### config.mk
export PLATFORM = sky130hd
export DESIGN_NAME = tclc_div_cell
export DESIGN_NICKNAME = d
export VERILOG_FILES = /design/src/hw/rtl/tclc_pkg.sv /design/src/hw/rtl/tclc_div_cell.sv
export SDC_FILE = /design/constraint.sdc
export NUM_CORES = 1
export LEC_CHECK = 0
export BUFFER_PORTS_ARGS = -buffer_cell sky130_fd_sc_hd__clkbuf_2
export CAP_MARGIN = 20
export CORE_MARGIN = 3
export CORE_UTILIZATION = 35
export CTS_CLUSTER_SIZE = 10
export DETAILED_ROUTE_END_ITERATION = 16
export GPL_ROUTABILITY_DRIVEN = 0
export GPL_TIMING_DRIVEN = 0
export PLACE_DENSITY = 0.66
export SYNTH_ARGS = -nofsm -noshare
export SYNTH_HDL_FRONTEND = slang
export SYNTH_SLANG_ARGS = --single-unit
### constraint.sdc
create_clock -name i_clk -period 2.2 [get_ports i_clk]
set_input_delay 0.55 -clock i_clk [delete_from_list [all_inputs] [get_ports i_clk]]
set_output_delay 0.55 -clock i_clk [all_outputs]
set_load 0.05 [all_outputs]
### src/hw/rtl/tclc_pkg.sv
// Shared types, constants and the power-table generator for the two-channel lux calculator.
// Depends on nothing; every other file in hw/rtl imports it.
package tclc_pkg;

    localparam int unsigned POW_TABLE_DEPTH_DEF = 64;

    // Divider: one quotient bit per cell over a 17-bit ratio
    localparam int unsigned DIV_STEPS = 17;
    localparam int unsigned RATIO_W   = 17;
    localparam logic [RATIO_W-1:0] RATIO_MAX = 17'd131071;

    // Ratio breakpoints, Q1.16
    localparam logic [RATIO_W-1:0] BP_050 = 17'd32768;
    localparam logic [RATIO_W-1:0] BP_061 = 17'd39977;
    localparam logic [RATIO_W-1:0] BP_080 = 17'd52429;
    localparam logic [RATIO_W-1:0] BP_130 = 17'd85197;

    // Coefficients, Q0.24
    localparam int unsigned COEF_W = 20;
    localparam logic [COEF_W-1:0] K_0304  = 20'd510027;
    localparam logic [COEF_W-1:0] K_062   = 20'd1040187;
    localparam logic [COEF_W-1:0] K_0224  = 20'd375810;
    localparam logic [COEF_W-1:0] K_031   = 20'd520094;
    localparam logic [COEF_W-1:0] K_0128  = 20'd214748;
    localparam logic [COEF_W-1:0] K_0153  = 20'd256691;
    localparam logic [COEF_W-1:0] K_00146 = 20'd24495;
    localparam logic [COEF_W-1:0] K_00112 = 20'd18790;

    localparam int unsigned PROD_W = COEF_W + 16;
    localparam int unsigned LUX_W  = 19;
    localparam logic [LUX_W-1:0] LUX_MAX = 19'd524287;

    typedef enum logic [2:0] {
        BAND_ZERO = 3'd0,
        BAND_LOW  = 3'd1,
        BAND_MID  = 3'd2,
        BAND_HIGH = 3'd3,
        BAND_TOP  = 3'd4,
        BAND_OVER = 3'd5
    } t_band;

    // Word travelling down the divider chain
    typedef struct packed {
        logic                 valid;
        logic                 zero;
        logic                 sat;
        logic                 nbit;
        logic [15:0]          ch0;
        logic [15:0]          ch1;
        logic [15:0]          rem;
        logic [RATIO_W-1:0]   q;
    } t_div_word;

    // Per-word data carried alongside the power interpolation
    typedef struct packed {
        t_band               band;
        logic                zero;
        logic [15:0]         ch0;
        logic [PROD_W-1:0]   lin_pos;
        logic [PROD_W-1:0]   lin_neg;
    } t_side;

    // floor(65536 * (k / (2*depth))^1.4), exact: largest y with
    // y^5 * (2*depth)^7 <= k^7 * 2^80
    function automatic logic [15:0] pow_entry(input int unsigned k, input int unsigned depth);
        logic [191:0] lhs;
        logic [191:0] rhs;
        logic [191:0] scale;
        logic [191:0] kp;
        int unsigned  lo;
        int unsigned  hi;
        int unsigned  mid;
        int           i;
        lo    = 0;
        hi    = 65535;
        scale = 192'd1;
        kp    = 192'd1;
        for (i = 0; i < 7; i++) begin
            scale = scale * 192'(2 * depth);
            kp    = kp * 192'(k);
        end
        rhs = kp << 80;
        for (i = 0; i < 17; i++) begin
            if (lo < hi) begin
                mid = (lo + hi + 1) >> 1;
                lhs = 192'(mid) * 192'(mid);
                lhs = lhs * lhs * 192'(mid);
                lhs = lhs * scale;
                if (lhs <= rhs) begin
                    lo = mid;
                end else begin
                    hi = mid - 1;
                end
            end
        end
        return 16'(lo);
    endfunction

endpackage

### src/hw/rtl/tclc_div_cell.sv
// One cell of the restoring divider chain: one quotient bit, then register.
// Depends on tclc_pkg.
module tclc_div_cell
    import tclc_pkg::*;
(
    input  logic      i_clk,
    input  logic      i_rst_n,
    input  t_div_word i_word,
    output t_div_word o_word
);

    logic [16:0] w_shift;
    logic        w_ge;
    t_div_word   n_word;
    t_div_word   r_word;

    always_comb begin
        w_shift     = {i_word.rem, i_word.nbit};
        w_ge        = (w_shift >= {1'b0, i_word.ch0});
        n_word      = i_word;
        n_word.nbit = 1'b0;
        n_word.rem  = w_ge ? 16'(w_shift - {1'b0, i_word.ch0}) : w_shift[15:0];
        n_word.q    = {i_word.q[RATIO_W-2:0], w_ge};
    end

    always_ff @(posedge i_clk) begin
        if (!i_rst_n) begin
            r_word <= '0;
        end else begin
            r_word <= n_word;
        end
    end

    assign o_word = r_word;

endmodule

Yosys cells after proc, flatten, opt, wreduce, memory -nomap -nowiden. Cells that the tools add are included.

Register bits after elaboration: 69. Memories kept: 0. Bits in read-only memories: 0. Input port bits: 71. Bits in writable memories: 0. Latch bits: 0.

Order comparisons: 1. Bitwise logic cells: 0. $add $sub $neg: 1. Reductions and logical operators: 0. Equality and inequality tests: 0. Shift operators: 0. Multipliers: 0. Div/mod/pow operators: 0. Muxes and demuxes: 1.

Operators by type and width (number): 17-bit by 16-bit >= comparator with 1-bit output (1); 16-bit two-way mux (1); 16-bit subtractor (1).

Depth between registers and ports, before layout.
Depth in word-level cells: 2. Mapped depth: 10. Depth with buffers taken out: 10.

Worst setup path before layout. No wires, ideal clock.

Path type: in2reg. From: in i_word[50] (netlist name). To: reg r_word (netlist bit o_word[17]). Stages: 9. Data arrival time: 2157 ps. Setup slack: -73 ps. Required time: 2084 ps. Buffers on the path: 1. Setup time: 116 ps. Cell sequence: inv_1 ha_1 nor2b_1 o31a_1 o31a_4 nor3_2 o31ai_2 buf_4 o211a_1.

Longest elaborated chain between the ends: 2.

Ends and longest elaborated chain: from (decl) (RTL line tclc_div_cell.sv:8) `input t_div_word i_word,`; 17-bit by 16-bit >= comparator with 1-bit output (RTL line tclc_div_cell.sv:19) `w_ge = (w_shift >= {1'b0, i_word.ch0});`; 16-bit two-way mux (RTL line tclc_div_cell.sv:22) `n_word.rem = w_ge ? 16'(w_shift - {1'b0, i_word.ch0}) : w_shift[15:0];`; to (signal assigned) (RTL line tclc_div_cell.sv:30) `r_word <= n_word;`; to (decl) (RTL line tclc_div_cell.sv:15) `t_div_word r_word;`.

No other way between the ends. A chain may end at the register's enable or synchronous reset.

Final worst setup path.
From: in i_word[56] (netlist name). To: reg r_word (netlist bit o_word[31]).

Longest elaborated chain between the ends: 2.

Ends and longest elaborated chain (RTL line): 16-bit subtractor / 17-bit by 16-bit >= comparator with 1-bit output (equally long branches) (tclc_div_cell.sv:22, tclc_div_cell.sv:19); 16-bit two-way mux (*) (tclc_div_cell.sv:22).

Mark *: on every way between the ends. The rest lies on a longest branch, timed or not.

==> metrics.md <==
| Metric | Value |
|---|---|
| Status | finished clean |
| Min-delay worst type | in2reg |
| Final Hold Viols | 0 |
| Startpoint Class | input pin |
| CTS tree | yes |
| Count leader, synth | dfxtp_1 |
| Post-placement cell count | approximately 500 |
| Post-synth EDFFs | 0 |
| Fillers | 732 |
| Final cell count without fillers | 531 |
| Initial Util | 37.3% |
| Die W | approximately 95 µm |
| Largest family of logic cells by synthesized area | simple AND/OR/NAND/NOR gates |
| Yosys warns | 0 |
| Final-report max-slew violation count | 0 |
| Highest clock rate | ~470 MHz |
| Via Count | 2,375 |
| Cts hold-fix bufs | 0 |
| Total wire length | 6830 µm |
| Internal | 2160 µW |
| Area share of fa/ha/maj cells after synthesis | 7.89% |
| FP Rows | 31 |
| Met3 Track Usage GR | 4.10% |
| Diode count | 0 |
| Post-synth top cells | dfxtp_1, and2_1, inv_1, ha_1 |
| Post-synthesis xor/xnor area fraction | 4.08% |
| Post-synth cell types | 40 |
| Headroom to the max-slew limit | roughly two thirds |
| Layout cells sized above 1 | 41.4% |
| Drc violations | 0 |
| Syn Nets | between 300 and 400 |
| Vias in the first global route | 2,184 |
| Worst Max-Slew Pin Slew | 0.505 ns |
| CP Data Required Time | 2.44 ns |
| Leakage power | just over 0.002 µW |
| Worst EP arrival | between 2 and 2.5 ns |
| Overflow after GRT | 0 |
| Sequential power share | 40.9% |
| GR Util met1 | between 10% and 20% |
| Switching Fraction | 34.3% |
| Drt wl/cell | 12.9 µm |
| GR Layer Usage met2 | 23.7% |
| Worst-path clk slew | 0.08 ns |
| Nets | 515 |
| DR pass1 iterations | 4 |
| PwrDens | 838 nW/µm² |
| Logic pwr share | 27.4% |
| Post-Syn Area per Cell | 10.1 µm² |
| Clock Power Share | about a third |
| Area Overhead vs Synth | 40.4% |
| Die Area | 9080 µm² |
| Ys flop type | dfxtp_1 |
| Complex-gate fraction of the synthesized area | 11.8% |
| H-tree depth | 3 |
| Gr usage total | about 14% |
| Sequential area share after synthesis | about half |
| Final min period | 2.11 ns |
| Synth area leader | dfxtp_1 |
| Area contributors post-synth | dfxtp_1, and2_1, ha_1 |
| First-pass GRT wire length | 9940 µm |
| Clk root buf | clkbuf_8 |
| Sw Pwr | 1130 µW |
| Synth top area share | between 40% and 50% |
| I/O Pins | 140 |
| Critical path fanouts, max | 6 |
| Final setup fails | 0 |
| Gr busiest metal | met2 |
| Post-DRT Antenna Nets | 0 |
| Fin crit share | 95.9% |
| HPWL after detailed placement | between 5000 and 6000 µm |
| Core footprint | roughly 7500 µm² |
| Mux share of post-synthesis cell area | around 3.6% |
| Clock tree buffer depth | 2 |
| Vias/cell | between 4 and 5 |
| Synth Register Bits | 68 |
| Syn Inst Count | between 200 and 300 |
| DIE HEIGHT | 95.3 µm |
| Hold Slack | 0.402 ns |
| DR iter-0 viols | between 80 and 90 |
| CP Capture Type | register |
| Initial antenna violation count | 0 |
| Critical path class | in2reg |
| Largest net degree at the start of global routing | 14 |
| # port buffers | 136 |
| Inserted Clock Buffers | 9 |
| Max-Cap Viols | 0 |
| Number of flip-flops in the largest register | 68 |
| Simple-Gate Fraction of Synth Area | 19.0% |
| CTS Sinks | 68 |
| Mapped Area | 2790 µm² |
| VDD IR max | approximately 0.32 mV |
| FFs w/ async S/R, synth | 0% |
## cells in the final DEF, fill, tap and decap left out, types with 6 or more instances in the layout
cell type  instances
a21o_1             6
a21oi_1           11
and2_1            51
clkbuf_1           7
clkbuf_2         136
clkbuf_8           9
dfxtp_1           68
ha_1              11
inv_1             18
mux2i_1           10
nand2_1           11
nor2b_1           11
xnor2_1           10
## final cells by class
cell class,count,area [µm²],area share [%]
Buffer,11,61.3,1.56
Clock buffer,9,124,3.16
Clock inverter,7,75.1,1.92
Inverter,20,75.1,1.92
Multi-Input combinational cell,178,1390,35.5
Sequential cell,68,1360,34.7
Tap cell,99,124,3.16
Timing Repair Buffer,139,707,18.0
## final timing paths
path                  depth (start not counted)  startpoint  slack, ns         end
worst max-delay path                         11  i_word[56]       0.09  o_word[31]
worst min-delay path                          2  i_word[36]       0.40  o_word[36]
## power by group through the flow
stage | combinational [µW] | clock (µW) | sequential (µW)
6_report | 901 | 1040 | 1340
5_1_grt | 971 | 1110 | 1350
4_1_cts | 877 | 1060 | 1340
3_5_place_dp | 873 | 0 | 1370
3_3_place_gp | 866 | 0 | 1370
2_1_floorplan | 327 | 0 | 1700
## what timing repair did
action                                  in CTS  in global routing
endpoints found under the setup margin       0                 16
resized for setup                            0                 15
buffers inserted                             0                  2
## critical path, stage by stage
cell	delay [ns]
clkbuf_2	0.09
inv_1	0.04
ha_2	0.37
nand3_2	0.12
nor2_1	0.15
o31a_4	0.19
nor3_2	0.06
o31ai_4	0.33
buf_6	0.19
mux2i_1	0.21
nor2b_1	0.06
## cells by family (layout without fill, tap and decap cells)
family	after synthesis	in the layout
and+or+nand+nor	92	92
DFF	68	68
AOI/OAI and AO/OA	45	45
buffers and inverters	31	186
adders and majority gates	17	17
xor gates and xnor gates	13	13
muxes	10	10
other	1	1
## metrics by stage
stage | setup slack, ns | setup TNS, ns | utilization, % | total power [µW] | cell area, µm²
after global routing | -0.00000866 | -0.00000866 | 52.3 | 3430 | 3920
after floorplan | 0.0171 | 0 | - | 2020 | 2830
after global placement | -0.317 | -4.54 | 48.5 | 2240 | 3630
final | 0.0910 | 0 | 52.3 | 3280 | 3920
after CTS | 0.0500 | 0 | 51.2 | 3290 | 3830
after detailed placement | -0.319 | -4.67 | 48.5 | 2250 | 3630
## layer usage
layer	up-vias	part of all wire (%)
li1	1214	-
met1	1061	43
met2	89	47
met3	11	8.4
met4	0	2.0
met5	-	0
Power figures use the tool's default switching activity.
