File: config.mk
export PLATFORM = sky130hd
export DESIGN_NAME = tclc_pow_interp
export DESIGN_NICKNAME = d
export VERILOG_FILES = /design/src/hw/rtl/tclc_pkg.sv /design/src/hw/rtl/tclc_pow_interp.sv
export SDC_FILE = /design/constraint.sdc
export NUM_CORES = 1
export LEC_CHECK = 0
export BUFFER_PORTS_ARGS = -buffer_cell sky130_fd_sc_hd__buf_2
export CELL_PAD_IN_SITES_DETAIL_PLACEMENT = 1
export CELL_PAD_IN_SITES_GLOBAL_PLACEMENT = 2
export CORE_MARGIN = 1.5
export CORE_UTILIZATION = 41
export CTS_BUF_LIST = sky130_fd_sc_hd__clkbuf_4
export CTS_CLUSTER_SIZE = 10
export DETAILED_ROUTE_END_ITERATION = 6
export GPL_ROUTABILITY_DRIVEN = 0
export PLACE_DENSITY_LB_ADDON = 0.08
export SYNTH_ARGS = -nofsm -noshare
export SYNTH_HDL_FRONTEND = slang
export SYNTH_SLANG_ARGS = --single-unit
File: constraint.sdc
create_clock -name i_clk -period 28.4 [get_ports i_clk]
set_input_delay 2.84 -clock i_clk [delete_from_list [all_inputs] [get_ports i_clk]]
set_output_delay 2.84 -clock i_clk [all_outputs]
set_load 0.02 [all_outputs]
File: src/hw/rtl/tclc_pkg.sv
// Shared types, constants and the power-table generator for the two-channel lux calculator.
// Depends on nothing; every other file in hw/rtl imports it.
package tclc_pkg;

    localparam int unsigned POW_TABLE_DEPTH_DEF = 64;

    // Divider: one quotient bit per cell over a 17-bit ratio
    localparam int unsigned DIV_STEPS = 17;
    localparam int unsigned RATIO_W   = 17;
    localparam logic [RATIO_W-1:0] RATIO_MAX = 17'd131071;

    // Ratio breakpoints, Q1.16
    localparam logic [RATIO_W-1:0] BP_050 = 17'd32768;
    localparam logic [RATIO_W-1:0] BP_061 = 17'd39977;
    localparam logic [RATIO_W-1:0] BP_080 = 17'd52429;
    localparam logic [RATIO_W-1:0] BP_130 = 17'd85197;

    // Coefficients, Q0.24
    localparam int unsigned COEF_W = 20;
    localparam logic [COEF_W-1:0] K_0304  = 20'd510027;
    localparam logic [COEF_W-1:0] K_062   = 20'd1040187;
    localparam logic [COEF_W-1:0] K_0224  = 20'd375810;
    localparam logic [COEF_W-1:0] K_031   = 20'd520094;
    localparam logic [COEF_W-1:0] K_0128  = 20'd214748;
    localparam logic [COEF_W-1:0] K_0153  = 20'd256691;
    localparam logic [COEF_W-1:0] K_00146 = 20'd24495;
    localparam logic [COEF_W-1:0] K_00112 = 20'd18790;

    localparam int unsigned PROD_W = COEF_W + 16;
    localparam int unsigned LUX_W  = 19;
    localparam logic [LUX_W-1:0] LUX_MAX = 19'd524287;

    typedef enum logic [2:0] {
        BAND_ZERO = 3'd0,
        BAND_LOW  = 3'd1,
        BAND_MID  = 3'd2,
        BAND_HIGH = 3'd3,
        BAND_TOP  = 3'd4,
        BAND_OVER = 3'd5
    } t_band;

    // Word travelling down the divider chain
    typedef struct packed {
        logic                 valid;
        logic                 zero;
        logic                 sat;
        logic                 nbit;
        logic [15:0]          ch0;
        logic [15:0]          ch1;
        logic [15:0]          rem;
        logic [RATIO_W-1:0]   q;
    } t_div_word;

    // Per-word data carried alongside the power interpolation
    typedef struct packed {
        t_band               band;
        logic                zero;
        logic [15:0]         ch0;
        logic [PROD_W-1:0]   lin_pos;
        logic [PROD_W-1:0]   lin_neg;
    } t_side;

    // floor(65536 * (k / (2*depth))^1.4), exact: largest y with
    // y^5 * (2*depth)^7 <= k^7 * 2^80
    function automatic logic [15:0] pow_entry(input int unsigned k, input int unsigned depth);
        logic [191:0] lhs;
        logic [191:0] rhs;
        logic [191:0] scale;
        logic [191:0] kp;
        int unsigned  lo;
        int unsigned  hi;
        int unsigned  mid;
        int           i;
        lo    = 0;
        hi    = 65535;
        scale = 192'd1;
        kp    = 192'd1;
        for (i = 0; i < 7; i++) begin
            scale = scale * 192'(2 * depth);
            kp    = kp * 192'(k);
        end
        rhs = kp << 80;
        for (i = 0; i < 17; i++) begin
            if (lo < hi) begin
                mid = (lo + hi + 1) >> 1;
                lhs = 192'(mid) * 192'(mid);
                lhs = lhs * lhs * 192'(mid);
                lhs = lhs * scale;
                if (lhs <= rhs) begin
                    lo = mid;
                end else begin
                    hi = mid - 1;
                end
            end
        end
        return 16'(lo);
    endfunction

endpackage

File: src/hw/rtl/tclc_pow_interp.sv
// ratio^1.4 over (0, 0.5] by linear interpolation in a constant table, three stages.
// Depends on tclc_pkg (pow_entry, t_side).
module tclc_pow_interp
    import tclc_pkg::*;
#(
    parameter int unsigned POW_TABLE_DEPTH = POW_TABLE_DEPTH_DEF
) (
    input  logic        i_clk,
    input  logic        i_rst_n,
    input  logic        i_valid,
    input  logic [15:0] i_ratio,
    input  t_side       i_side,
    output logic        o_valid,
    output logic [15:0] o_y,
    output t_side       o_side
);

    localparam int unsigned SEG_W = $clog2(POW_TABLE_DEPTH + 1);
    localparam int unsigned T_W   = 16 + SEG_W;
    localparam logic [SEG_W-1:0] SEG_LAST = SEG_W'(POW_TABLE_DEPTH);

    logic [15:0] w_tab [0:POW_TABLE_DEPTH];

    for (genvar k = 0; k <= POW_TABLE_DEPTH; k++) begin : g_tab
        assign w_tab[k] = pow_entry(k, POW_TABLE_DEPTH);
    end

    // Stage A: scale ratio into segment and fraction
    logic [T_W-1:0]   w_t;
    logic             r_a_valid;
    logic [SEG_W-1:0] r_a_seg;
    logic [14:0]      r_a_frac;
    t_side            r_a_side;

    assign w_t = T_W'(i_ratio) * T_W'(POW_TABLE_DEPTH);

    always_ff @(posedge i_clk) begin
        r_a_seg  <= w_t[15 +: SEG_W];
        r_a_frac <= w_t[14:0];
        r_a_side <= i_side;
        if (!i_rst_n) begin
            r_a_valid <= 1'b0;
        end else begin
            r_a_valid <= i_valid;
        end
    end

    // Stage B: fetch both knots; hold the last knot at the end of the table
    logic [SEG_W-1:0] w_nseg;
    logic             r_b_valid;
    logic [15:0]      r_b_base;
    logic [15:0]      r_b_next;
    logic [14:0]      r_b_frac;
    t_side            r_b_side;

    assign w_nseg = (r_a_seg == SEG_LAST) ? r_a_seg : r_a_seg + 1'b1;

    always_ff @(posedge i_clk) begin
        r_b_base <= w_tab[r_a_seg];
        r_b_next <= w_tab[w_nseg];
        r_b_frac <= r_a_frac;
        r_b_side <= r_a_side;
        if (!i_rst_n) begin
            r_b_valid <= 1'b0;
        end else begin
            r_b_valid <= r_a_valid;
        end
    end

    // Stage C: base + slope * frac
    logic [15:0] w_next;
    logic [15:0] w_delta;
    logic [30:0] w_step;
    logic        r_c_valid;
    logic [15:0] r_c_y;
    t_side       r_c_side;

    assign w_next  = (r_b_next < r_b_base) ? r_b_base : r_b_next;
    assign w_delta = w_next - r_b_base;
    assign w_step  = 31'(w_delta) * 31'(r_b_frac);

    always_ff @(posedge i_clk) begin
        r_c_y    <= r_b_base + w_step[30:15];
        r_c_side <= r_b_side;
        if (!i_rst_n) begin
            r_c_valid <= 1'b0;
        end else begin
            r_c_valid <= r_b_valid;
        end
    end

    assign o_valid = r_c_valid;
    assign o_y     = r_c_y;
    assign o_side  = r_c_side;

endmodule

* After elaboration in Yosys (flattened, before gate mapping)
Memories as Yosys holds them, arrays and structs flattened. A register that Yosys moved wholly into a read port is not among the register bits. Index checks and enable logic that the tools add are counted. Widths: inputs -> output; s select.
Storage, ports and cells: memories kept 2, output and inout bits 109, input port bits 111, register bits 320, bits in read-only memories 4096
Memory list:
- (no name shown) | words 128, width 16, read ports 1, clocked after memory_dff 1, wr ports 0, line tclc_pow_interp.sv:60 | r_b_next <= w_tab[w_nseg];
- (no name shown) | words 128, width 16, read ports 1, clocked after memory_dff 1, wr ports 0, line tclc_pow_interp.sv:59 | r_b_base <= w_tab[r_a_seg];
Cells by class: equality and inequality tests 1, muxes and demuxes 2, multiply operators 1, bitwise gates (word level) 2, magnitude comparators 1, $add $sub $neg 3
Operator list (count):
- $mul 16x9->25 | 1
- $add 16x16->16 | 1
- $lt 16x16->1 | 1
- $mux 16 | 1
- $not 7->8 | 2
- $sub 16x16->16 | 1
- $add 7x1->7 const B | 1
- $eq 7x7->1 const B | 1
- $mux 7 | 1

* Depth between registers and ports, before layout
depth after elaboration 5, depth in mapped cells 48, depth with buffers taken out 47

* Worst setup path before layout
OpenSTA, ideal clock, no wires.
path type register to register, from register r_b_base[1], to register r_c_y[15] (netlist: o_y[15]), setup time 122 ps, data arrival time 9065 ps, cell stages (with the launch flop) 47, period minus slack after synthesis 9187 ps, data required time 28278 ps, path buffers 1, path slack 19213 ps, path through dfxtp_1 > inv_1 > ha_1 > a21o_1 > a21o_1 > a21oi_1 > o21ai_1 > a31oi_1 > o21a_1 > nor2_1 > buf_2 > mux2i_1 > ha_1 > fa_1 > nor2b_1 > o21ai_1 > a21boi_1 > o21ai_1 > [11 not listed] > inv_1 > ha_1 > nor4_1 > o31ai_1 > a31oi_1 > o21ai_1 > a21o_1 > a21oi_1 > o21bai_1 > xor2_1 > ha_1 > a21oi_1 > nor2b_1 > a41oi_1 > a21oi_1 > a31oi_1 > o21ai_0 > xnor2_1
Between the ends: word-level cells in the longest chain between the ends 5
RTL lines:
- start, declared | line tclc_pow_interp.sv:51 | logic [15:0] r_b_base;
- $lt 16x16->1 | line tclc_pow_interp.sv:78 | assign w_next = (r_b_next < r_b_base) ? r_b_base : r_b_next;
- $mux 16 | line tclc_pow_interp.sv:78
- $sub 16x16->16 | line tclc_pow_interp.sv:79 | assign w_delta = w_next - r_b_base;
- $mul 16x9->25 | line tclc_pow_interp.sv:80 | assign w_step = 31'(w_delta) * 31'(r_b_frac);
- $add 16x16->16 * | line tclc_pow_interp.sv:83 | r_c_y <= r_b_base + w_step[30:15];
- end signal, assigned | line tclc_pow_interp.sv:83
- end, declared | line tclc_pow_interp.sv:75 | logic [15:0] r_c_y;
Mark *: on every way between the ends. The rest lies on a longest branch, timed or not. A chain may end at the register's enable or synchronous reset.

* Worst setup path after layout
Same ends and word-level chain as after synthesis.

==> metrics <==
Syn Inst Count 1533; total global routing track utilization 0.2205; die area 39650 µm²; WS Path Type flip-flop to flip-flop; max-cap check violation count 0; number of routed nets with antenna violations 0; crit-path most repeated cell a21oi_1; hold-fix buffer count after cts 0; Worst Setup End Kind flip-flop; CTS resizes 0; mapped cell area 15770 µm²; Final Setup Violations 0; drt via density 5.019; Yosys cell types 74; CTS tree done; DR vias 11860; post-synthesis average cell area 10.29 µm²; Setup TNS Final 0 ns; fillers 4325; register area share after synthesis 0.4442; area of the multi-input gates 7943 µm²; DR WL/cell 18.18 µm; CTS Sinks 350; final WL 42.95 mm; Synth Flop Type dfxtp_1; most frequent cells in the layout dfxtp_1 (348), buf_2 (219), inv_1 (138), nand2_1 (132), clkbuf_4 (127); period utilization 0.3707; critical path's slowest cell xnor2_1; Hold Path Class flip-flop to flip-flop; Fmax 0.09498 GHz; ranking of synthesized cells by area dfxtp_1 (44%), fa_1 (13%), ha_1 (8.5%); Root Driver clkbuf_4; Core Area 37760 µm²; critical path's largest stage delay 0.60 ns; final hold violation count 0; Final Skew 0.05223 ns; Area Overhead vs Synth 17.17%; slew at the pin closest to its max-slew limit 1.021 ns; initial antenna violation count 4; vias in the first global route 12570; DRC 0; setup bufs post-CTS 0; port bufs 219; largest net degree at the start of global routing 57; total CTS buffers 87; clk_lat worst skew 0.76 ns; Synth Warn # 0; Overflow after GRT 0; clock-pin slew on the worst setup and hold paths 0.08 ns; required time of the critical path 28.99 ns; Max clock buf depth 3; CP Data Arrival Time 11.12 ns; dpl hpwl 31.96 mm; layout cell share with drive strength beyond 1 0.2191; # IOs 220; status finished clean; relative slew slack 0.3142; H-tree levels 3; FF+latch count, synth 350; crit path launch type flip-flop; post-synthesis net count 1851; fin crit period 10.53 ns; max-slew violations 0; crit path max fanout 15; post-synth top area share 0.4442; first drt pass iteration count 7; Die Width 199.1 µm; storage element area 7009 µm²; Starting Density 0.4178; global-route wire length before repair 67.31 mm; initial DRC count 579; EDFF count, synth 0; RSZ-0062 raised after global routing false; site row count 71; die height 199.1 µm; Async S/R FF share, synth 0; commonest non-fill, non-tap cell in the layout dfxtp_1; Yosys top cell by area dfxtp_1; fin nets 2108
## worst max-delay path, delay by kind of cell, from the launching register on
kind | cells | cell delay (ns)
buffers and inverters | 5 | 0.46
muxes | 1 | 0.33
DFF | 1 | 0.49
xor gates and xnor gates | 3 | 0.90
AOI/OAI and AO/OA | 22 | 4.28
and+or+nand+nor | 5 | 0.67
adders and majority gates | 8 | 3.25
## area by class of cell
class	count	share of cell area
timing repair buffer	237	0.06662
clock buffer	127	0.05159
antenna	7	0.0009479
inverter	142	0.02884
multi-input combinational	972	0.4298
clock inverter	16	0.008328
sequential	350	0.3793
tap	511	0.03460
## state kept, by name (all words and copies together) (netlist names)
| register | count |
|---|---|
| r_b_base | 15 |
| r_b_valid | 1 |
| o_valid | 1 |
| r_a_frac | 9 |
| r_a_side | 92 |
| r_a_seg | 7 |
| r_b_next | 15 |
| o_side | 92 |
| r_b_frac | 9 |
| r_a_valid | 1 |
| r_b_side | 92 |
| o_y | 16 |
## logic make-up (layout without fill, tap and decap cells)
group | count (synthesis) | in the layout | share of synthesized area
and+or+nand+nor | 385 | 385 | 0.1193
muxes | 19 | 19 | 0.01468
AOI/OAI and AO/OA | 312 | 312 | 0.1282
DFF | 350 | 350 | 0.4442
xor gates and xnor gates | 49 | 49 | 0.02911
adders and majority gates | 207 | 207 | 0.2118
buffers and inverters | 211 | 522 | 0.05267
other | 0 | 7 | 0
## cell usage after synthesis, drive strengths merged, types with 3 or more instances
library cell  instances
a2111oi               3
a211o                 4
a211oi               31
a21o                 14
a21oi                80
a221oi                5
a311oi                8
a31oi                13
a41oi                 3
and2                 66
and3                  6
buf                  23
clkbuf               46
dfxtp               350
fa                  100
ha                  107
inv                 141
mux2                 13
mux2i                 5
nand2               133
nand2b               12
nand3                15
nand4                 3
nor2                 83
nor2b                23
nor3                 25
nor4                  3
o211ai               20
o21a                 16
o21ai                74
o21bai                4
o22ai                 6
o311ai                4
o32ai                 3
or2                   5
or3                   4
xnor2                35
xor2                 14
## metal layers
metal	up-vias	global-route usage	routed length, µm
li1	5688	-	-
met1	5801	0.2634	17780
met2	292	0.3879	22090
met3	75	0.04692	1845
met4	0	0.08165	1226
met5	-	0	0
## per-stage QoR
step	worst slack (ns)	hold slack, ns	cell area, µm²	instances	util
detailed placement	17.79	0.3132	17360	2212	0.4597
global route	16.75	0.3039	18480	2360	0.4893
CTS	17.78	0.2837	18460	2355	0.4890
finish	17.87	0.2937	18480	2362	0.4895
global placement	18.24	0.3096	17360	2212	0.4597
floorplan	19.21	0.3096	15770	1533	-
## path summary, 6_finish.rpt
path         slack (ns)  cells past startpoint   startpoint           to
max               17.87                     44  r_b_base[1]      o_y[15]
min                0.29                      0  r_a_frac[7]  r_b_frac[7]
max reg2reg       17.87                     44  r_b_base[1]      o_y[15]
min reg2reg        0.29                      0  r_a_frac[7]  r_b_frac[7]
Power is left out: the tool's default activity adds up to more than one toggle a clock period on the data nets, which glitch-free logic cannot reach.
