$ cat config.mk
export PLATFORM = sky130hd
export DESIGN_NAME = tclc_lux_eval
export DESIGN_NICKNAME = d
export VERILOG_FILES = /design/src/hw/rtl/tclc_pkg.sv /design/src/hw/rtl/tclc_lux_eval.sv
export SDC_FILE = /design/constraint.sdc
export NUM_CORES = 2
export LEC_CHECK = 0
export ABC_AREA = 1
export CORE_UTILIZATION = 67
export DETAILED_ROUTE_END_ITERATION = 6
export DONT_BUFFER_PORTS = 1
export PLACE_DENSITY = 0.86
export SKIP_CTS_REPAIR_TIMING = 1
export SLEW_MARGIN = 25
export SYNTH_ARGS = -nofsm -noshare
export SYNTH_HDL_FRONTEND = slang
export SYNTH_SLANG_ARGS = --single-unit
$ cat constraint.sdc
create_clock -name i_clk -period 6.1 [get_ports i_clk]
set_clock_uncertainty 0.1 [all_clocks]
set_input_delay 0.915 -clock i_clk [delete_from_list [all_inputs] [get_ports i_clk]]
set_output_delay 0.915 -clock i_clk [all_outputs]
set_load 0.02 [all_outputs]
$ cat src/hw/rtl/tclc_pkg.sv
// Shared types, constants and the power-table generator for the two-channel lux calculator.
// Depends on nothing; every other file in hw/rtl imports it.
package tclc_pkg;

    localparam int unsigned POW_TABLE_DEPTH_DEF = 64;

    // Divider: one quotient bit per cell over a 17-bit ratio
    localparam int unsigned DIV_STEPS = 17;
    localparam int unsigned RATIO_W   = 17;
    localparam logic [RATIO_W-1:0] RATIO_MAX = 17'd131071;

    // Ratio breakpoints, Q1.16
    localparam logic [RATIO_W-1:0] BP_050 = 17'd32768;
    localparam logic [RATIO_W-1:0] BP_061 = 17'd39977;
    localparam logic [RATIO_W-1:0] BP_080 = 17'd52429;
    localparam logic [RATIO_W-1:0] BP_130 = 17'd85197;

    // Coefficients, Q0.24
    localparam int unsigned COEF_W = 20;
    localparam logic [COEF_W-1:0] K_0304  = 20'd510027;
    localparam logic [COEF_W-1:0] K_062   = 20'd1040187;
    localparam logic [COEF_W-1:0] K_0224  = 20'd375810;
    localparam logic [COEF_W-1:0] K_031   = 20'd520094;
    localparam logic [COEF_W-1:0] K_0128  = 20'd214748;
    localparam logic [COEF_W-1:0] K_0153  = 20'd256691;
    localparam logic [COEF_W-1:0] K_00146 = 20'd24495;
    localparam logic [COEF_W-1:0] K_00112 = 20'd18790;

    localparam int unsigned PROD_W = COEF_W + 16;
    localparam int unsigned LUX_W  = 19;
    localparam logic [LUX_W-1:0] LUX_MAX = 19'd524287;

    typedef enum logic [2:0] {
        BAND_ZERO = 3'd0,
        BAND_LOW  = 3'd1,
        BAND_MID  = 3'd2,
        BAND_HIGH = 3'd3,
        BAND_TOP  = 3'd4,
        BAND_OVER = 3'd5
    } t_band;

    // Word travelling down the divider chain
    typedef struct packed {
        logic                 valid;
        logic                 zero;
        logic                 sat;
        logic                 nbit;
        logic [15:0]          ch0;
        logic [15:0]          ch1;
        logic [15:0]          rem;
        logic [RATIO_W-1:0]   q;
    } t_div_word;

    // Per-word data carried alongside the power interpolation
    typedef struct packed {
        t_band               band;
        logic                zero;
        logic [15:0]         ch0;
        logic [PROD_W-1:0]   lin_pos;
        logic [PROD_W-1:0]   lin_neg;
    } t_side;

    // floor(65536 * (k / (2*depth))^1.4), exact: largest y with
    // y^5 * (2*depth)^7 <= k^7 * 2^80
    function automatic logic [15:0] pow_entry(input int unsigned k, input int unsigned depth);
        logic [191:0] lhs;
        logic [191:0] rhs;
        logic [191:0] scale;
        logic [191:0] kp;
        int unsigned  lo;
        int unsigned  hi;
        int unsigned  mid;
        int           i;
        lo    = 0;
        hi    = 65535;
        scale = 192'd1;
        kp    = 192'd1;
        for (i = 0; i < 7; i++) begin
            scale = scale * 192'(2 * depth);
            kp    = kp * 192'(k);
        end
        rhs = kp << 80;
        for (i = 0; i < 17; i++) begin
            if (lo < hi) begin
                mid = (lo + hi + 1) >> 1;
                lhs = 192'(mid) * 192'(mid);
                lhs = lhs * lhs * 192'(mid);
                lhs = lhs * scale;
                if (lhs <= rhs) begin
                    lo = mid;
                end else begin
                    hi = mid - 1;
                end
            end
        end
        return 16'(lo);
    endfunction

endpackage

$ cat src/hw/rtl/tclc_lux_eval.sv
// Lux equations for all bands, band select and saturation; four stages ending in the output register.
// Depends on tclc_pkg.
module tclc_lux_eval
    import tclc_pkg::*;
(
    input  logic             i_clk,
    input  logic             i_rst_n,
    input  logic             i_valid,
    input  logic [15:0]      i_y,
    input  t_side            i_side,
    output logic             o_valid,
    output logic [LUX_W-1:0] o_lux_q8,
    output logic             o_zero_channel,
    output logic [2:0]       o_band
);

    localparam logic [34:0] K_POS_LOW = {K_0304[18:0], 16'd0};

    // Stage 1: infrared term of the low band; finish the linear bands
    logic [PROD_W-1:0] w_lin_dif;
    logic [LUX_W-1:0]  w_lin;
    logic              r1_valid;
    logic [PROD_W-1:0] r1_mk;
    logic [LUX_W-1:0]  r1_lin;
    t_band             r1_band;
    logic              r1_zero;
    logic [15:0]       r1_ch0;

    always_comb begin
        w_lin_dif = i_side.lin_pos - i_side.lin_neg;
        if (i_side.lin_pos <= i_side.lin_neg) begin
            w_lin = '0;
        end else if (w_lin_dif[PROD_W-1:16] > (PROD_W-16)'(LUX_MAX)) begin
            w_lin = LUX_MAX;
        end else begin
            w_lin = w_lin_dif[16 +: LUX_W];
        end
    end

    always_ff @(posedge i_clk) begin
        r1_mk   <= PROD_W'(K_062) * PROD_W'(i_y);
        r1_lin  <= w_lin;
        r1_band <= i_side.band;
        r1_zero <= i_side.zero;
        r1_ch0  <= i_side.ch0;
        if (!i_rst_n) begin
            r1_valid <= 1'b0;
        end else begin
            r1_valid <= i_valid;
        end
    end

    // Stage 2: coefficient difference, sign kept apart
    logic [PROD_W:0]  w_kdif;
    logic             r2_valid;
    logic             r2_pos;
    logic [34:0]      r2_kdif;
    logic [LUX_W-1:0] r2_lin;
    t_band            r2_band;
    logic             r2_zero;
    logic [15:0]      r2_ch0;

    assign w_kdif = (PROD_W+1)'(K_POS_LOW) - (PROD_W+1)'(r1_mk);

    always_ff @(posedge i_clk) begin
        r2_pos  <= !w_kdif[PROD_W] && (w_kdif != '0);
        r2_kdif <= w_kdif[34:0];
        r2_lin  <= r1_lin;
        r2_band <= r1_band;
        r2_zero <= r1_zero;
        r2_ch0  <= r1_ch0;
        if (!i_rst_n) begin
            r2_valid <= 1'b0;
        end else begin
            r2_valid <= r1_valid;
        end
    end

    // Stage 3: scale by ch0, drop 32 fraction bits
    logic [50:0]      w_prod;
    logic             r3_valid;
    logic [LUX_W-1:0] r3_low;
    logic [LUX_W-1:0] r3_lin;
    t_band            r3_band;
    logic             r3_zero;

    assign w_prod = 51'(r2_ch0) * 51'(r2_kdif);

    always_ff @(posedge i_clk) begin
        r3_low  <= r2_pos ? w_prod[32 +: LUX_W] : '0;
        r3_lin  <= r2_lin;
        r3_band <= r2_band;
        r3_zero <= r2_zero;
        if (!i_rst_n) begin
            r3_valid <= 1'b0;
        end else begin
            r3_valid <= r2_valid;
        end
    end

    // Stage 4: pick by band into the output register
    logic [LUX_W-1:0] n_lux;
    logic             r4_valid;
    logic [LUX_W-1:0] r4_lux;
    t_band            r4_band;
    logic             r4_zero;

    always_comb begin
        case (r3_band)
            BAND_LOW:  n_lux = r3_low;
            BAND_MID:  n_lux = r3_lin;
            BAND_HIGH: n_lux = r3_lin;
            BAND_TOP:  n_lux = r3_lin;
            default:   n_lux = '0;
        endcase
    end

    always_ff @(posedge i_clk) begin
        r4_lux  <= n_lux;
        r4_band <= r3_band;
        r4_zero <= r3_zero;
        if (!i_rst_n) begin
            r4_valid <= 1'b0;
        end else begin
            r4_valid <= r3_valid;
        end
    end

    assign o_valid        = r4_valid;
    assign o_lux_q8       = r4_lux;
    assign o_zero_channel = r4_zero;
    assign o_band         = r4_band;

endmodule

After elaboration in Yosys (flattened, before gate mapping)
Index checks and enable logic that the tools add are counted.
{"block": "op_classes", "n_mul": 2, "magnitude_cmp": 2, "eq_ne": 4, "mux": 2, "n_reduce_logical": 4, "addsub": 2}
{"op": "16-bit by 35-bit multiplier with 51-bit output", "count": 1}
{"op": "19-bit one-hot mux with 2 select lines", "count": 1}
{"op": "37-bit nonzero test", "count": 1}
{"op": "35-bit by 36-bit subtractor with 37-bit output, first input constant", "count": 1}
{"op": "36-bit less-or-equal comparator", "count": 1}
{"op": "20-bit by 16-bit multiplier with 36-bit output, first input constant", "count": 1}
{"op": "36-bit subtractor", "count": 1}
{"op": "20-bit by 19-bit > comparator with 1-bit output, second input constant", "count": 1}
{"op": "19-bit two-way mux", "count": 1}
{"op": "3-bit by 2-bit equality test with 1-bit output, second input constant", "count": 2}
{"op": "3-bit by 1-bit equality test with 1-bit output, second input constant", "count": 1}
{"op": "3-bit equality test, second input constant", "count": 1}
{"op": "3-bit OR reduction", "count": 1}
{"op": "1-bit logical AND", "count": 1}
{"op": "1-bit zero test", "count": 1}
{"block": "totals", "reg_bits": 219, "input_bits": 111, "out_inout_bits": 24, "elab_cells": 38}

Logic depth before layout (Yosys ltp)
{"block": "logic_depth", "depth_word": 3, "ltp_mapped": 30, "ltp_nobuf": 28}

Worst setup path before layout
OpenSTA, ideal clock, no wires.
{"block": "synth_path", "path_type": "input to register", "startpoint": "input i_y[4]", "endpoint": "register r1_mk[31]", "path_buffers": 0, "setup_ns": 0.112, "arrival_time_ns": 5.478, "path_stages": 19, "required_ns": 5.888, "setup_slack_ns": 0.410, "cell_sequence": "fa_1 -> fa_1 -> fa_1 -> inv_1 -> fa_1 -> inv_1 -> fa_1 -> inv_1 -> fa_1 -> inv_1 -> ha_1 -> a21oi_1 -> o21ai_0 -> inv_1 -> o21ai_0 -> a221oi_1 -> nand2_1 -> nand2_1 -> nand2_1"}
{"block": "synth_between", "elab_chain_len": 1}
{"item": "from (decl)", "line": "tclc_lux_eval.sv:9", "source": "input logic [15:0] i_y,"}
{"item": "20-bit by 16-bit multiplier with 36-bit output", "line": "tclc_lux_eval.sv:41", "source": "r1_mk <= PROD_W'(K_062) * PROD_W'(i_y);"}
{"item": "to (signal assigned)", "line": "tclc_lux_eval.sv:41"}
{"item": "to (decl)", "line": "tclc_lux_eval.sv:23", "source": "logic [PROD_W-1:0] r1_mk;"}
Every way passes these cells.
A chain may end at the register's enable or synchronous reset.

Worst setup path after layout
{"block": "layout_path", "startpoint": "register r2_ch0[5]", "endpoint": "register r3_low[15]"}
{"block": "layout_between", "elab_chain_len": 1}
{"item": "from (decl)", "line": "tclc_lux_eval.sv:61", "source": "logic [15:0] r2_ch0;"}
{"item": "from (signal assigned)", "line": "tclc_lux_eval.sv:71", "source": "r2_ch0 <= r1_ch0;"}
{"item": "16-bit by 35-bit multiplier with 51-bit output", "line": "tclc_lux_eval.sv:87", "source": "assign w_prod = 51'(r2_ch0) * 51'(r2_kdif);"}
{"item": "to (signal assigned)", "line": "tclc_lux_eval.sv:90", "source": "r3_low <= r2_pos ? w_prod[32 +: LUX_W] : '0;"}
{"item": "to (decl)", "line": "tclc_lux_eval.sv:82", "source": "logic [LUX_W-1:0] r3_low;"}
Every way passes these cells.

==> metrics <==
status complete, but fails checks; failing checks design-rule violations, negative setup slack; top-level port count 135; # nets final 5438; Antenna diodes 0; Layout Cells excl Fill 5123; final hold slack 218 ps; endpoint of the worst register-to-register path r3_low[15]; Via-to-Cell Ratio 5.58; WHS Endpoint r3_band[0]; CP startpoint r2_ch0[5]; Synth Area in XOR/XNOR 1.47%; fin crit share 101%; hold path depth 0; worst slew pin tran 948 ps; I/O Buffers 0; Cell Area, Placed 35300 sq um; Initial Util 67.9%; HPWL after detailed placement 72100 microns; vias post-DR 28.6k; RD Place Congestion 0.995; max-cap viol count 0; WP data arrival 6540 ps; Antenna Nets Post-Route 0; Synth area leaders fa_1 (36%), inv_1 (13%), dfxtp_1 (13%); Synth Warn # 0; Max Fanout on Critical Path 17; commonest non-fill, non-tap cell in the layout inv_1; Synth Area in Compound Gates 5.83%; GRT overflow 0; multiplexer share of the synthesized area 0%; drt wl/cell 18.3 microns; Crit Path Category register to register; number of remaining DRC errors 26; fin. max-slew vios 0; Synth Area in Simple Gates 18.5%; Filler cells 3777; Mapped Area 34000 sq um; fin crit period 6180 ps; area grow syn2layout 7.77%; Final setup viols 2; post-route cell area 36600 sq um; clock latency on the worst-skew pair 560 ps; die width 227 microns; Max Clk Rate 0.162 GHz; Avg Cell Area, Syn 7.66 sq um; num rows 82; CTS tree done; number of synthesized register bits 219; CTS Sinks 219; hold_sp r2_band[0]; initial antenna violation count 4; Post-Synth Adder-Cell Area 46.4%; DRT Pass-1 Iters 7; total track usage 35.6%; Worst Reg2Reg Path Length in Cells 22; layout cells sized above 1 5.28%; Final Hold Vio Count 0; placed insts 5062; Max Buffers Root-to-Sink 3; CORE AREA 50100 sq um; CP required 6470 ps; most frequent cells in the layout inv_1 (1200), nand2_1 (1069), fa_1 (608); relative slew slack 36.7%; vias in the first global route 29.7k; number of library cell types mapped by synthesis 43; Yosys top cell by area fa_1; Syn Inst Count 4437; H-Tree Depth 1; clock transition at the registers of the reported paths 70 ps; main combinational cell family by area after synthesis adder cells; worst reg-to-reg setup slack -80 ps; Final Util 73.2%; die area 51600 sq um; RSZ-0062 raised after global routing true; root buffer cell clkbuf_16; sequential share of the synthesized area 12.9%; top-area cell type share of the netlist area 35.9%; Mapped Nets 5442; critical path endpoint category register; CP startpoint kind register; WL final 93800 microns; Iter 0 DRT Violations 2439; Hold Path Class register to register; largest net degree at the start of global routing 36; RR Startpoint r2_ch0[5]; Die H 227 microns; TritonCTS buffer count 25; first-pass GRT wire length 145000 microns; final worst slack -75.0 ps
## cells by family (layout without fill, tap and decap cells)
kind of cell | Yosys count | in the layout
AND/OR/NAND/NOR | 1559 | 1559
buffers and inverters | 1347 | 1361
adder cells (fa/ha/maj) | 894 | 894
AO/OA/AOI/OAI | 361 | 361
flip-flops | 219 | 219
XOR/XNOR | 57 | 57
## cell usage after synthesis, drive strengths merged
cell     number
inv        1206
nand2      1081
fa          610
ha          284
nor2        279
dfxtp       219
a21oi       173
clkbuf      135
nand3       120
o21ai       111
nor3         35
xor2         35
nand4        24
xnor2        22
o22ai        19
o21bai       14
a21o         10
o21a         10
nand3b        9
a31oi         7
nor4          7
a21boi        6
buf           6
o211ai        4
a211oi        3
nor3b         2
or2           2
a221oi        1
o2111ai       1
o311ai        1
o31ai         1
## layer usage
layer	track usage (%)	part of all wire [%]
met1	42.9	37
met2	61.6	47
met3	5.09	9.7
met4	19.4	6.9
met5	0	0.038
## flip-flops by register name, indices dropped and copies added (netlist names), 3 cells and up
| register | count |
|---|---|
| r3_band | 3 |
| r2_ch0 | 16 |
| r1_lin | 19 |
| o_band | 3 |
| o_lux_q8 | 19 |
| r2_band | 3 |
| r1_band | 3 |
| r3_low | 19 |
| r2_kdif | 35 |
| r1_ch0 | 16 |
| r2_lin | 19 |
| r3_lin | 19 |
| r1_mk | 36 |
## through the flow
step           setup WS (ps)  setup TNS [ps]
4_1_cts                  104               0
6_report               -75.0            -128
5_1_grt                 -394           -4020
3_5_place_dp           -9.63           -9.63
2_1_floorplan            410               0
3_3_place_gp            92.5               0
## area by class of cell
type	count	area [sq um]	share of cell area (%)
timing repair buffer	110	1350	3.69
clock inverter	18	230	0.629
multi-input combinational	2871	24600	67.2
sequential	219	4440	12.1
inverter	1206	4530	12.4
tap	672	841	2.30
clock buffer	27	643	1.76
## how the worst max path moves through the flow
stage                             to  slack, ps
after floorplan            r1_mk[31]        410
after global routing      r3_low[15]       -390
final                     r3_low[15]        -80
after CTS                 r3_low[15]        100
after detailed placement   r1_mk[33]        -10
after global placement     r1_mk[31]         90
## critical path: stages (launching register included)
cell	delay (ps)
dfxtp_4	480
clkbuf_16	270
nand2_1	80
inv_1	80
fa_1	430
inv_1	100
fa_1	440
fa_1	520
inv_1	60
fa_1	810
fa_1	520
fa_1	480
ha_1	350
nand2_1	130
o21ai_0	430
a21oi_1	160
o21ai_0	210
nand2_1	80
nand2_1	80
a21oi_2	50
nand2_1	70
nand2_1	50
nor2_1	120
Power is not shown: default switching activity piles up to over one toggle a cycle in this logic, so the estimate is an artifact.
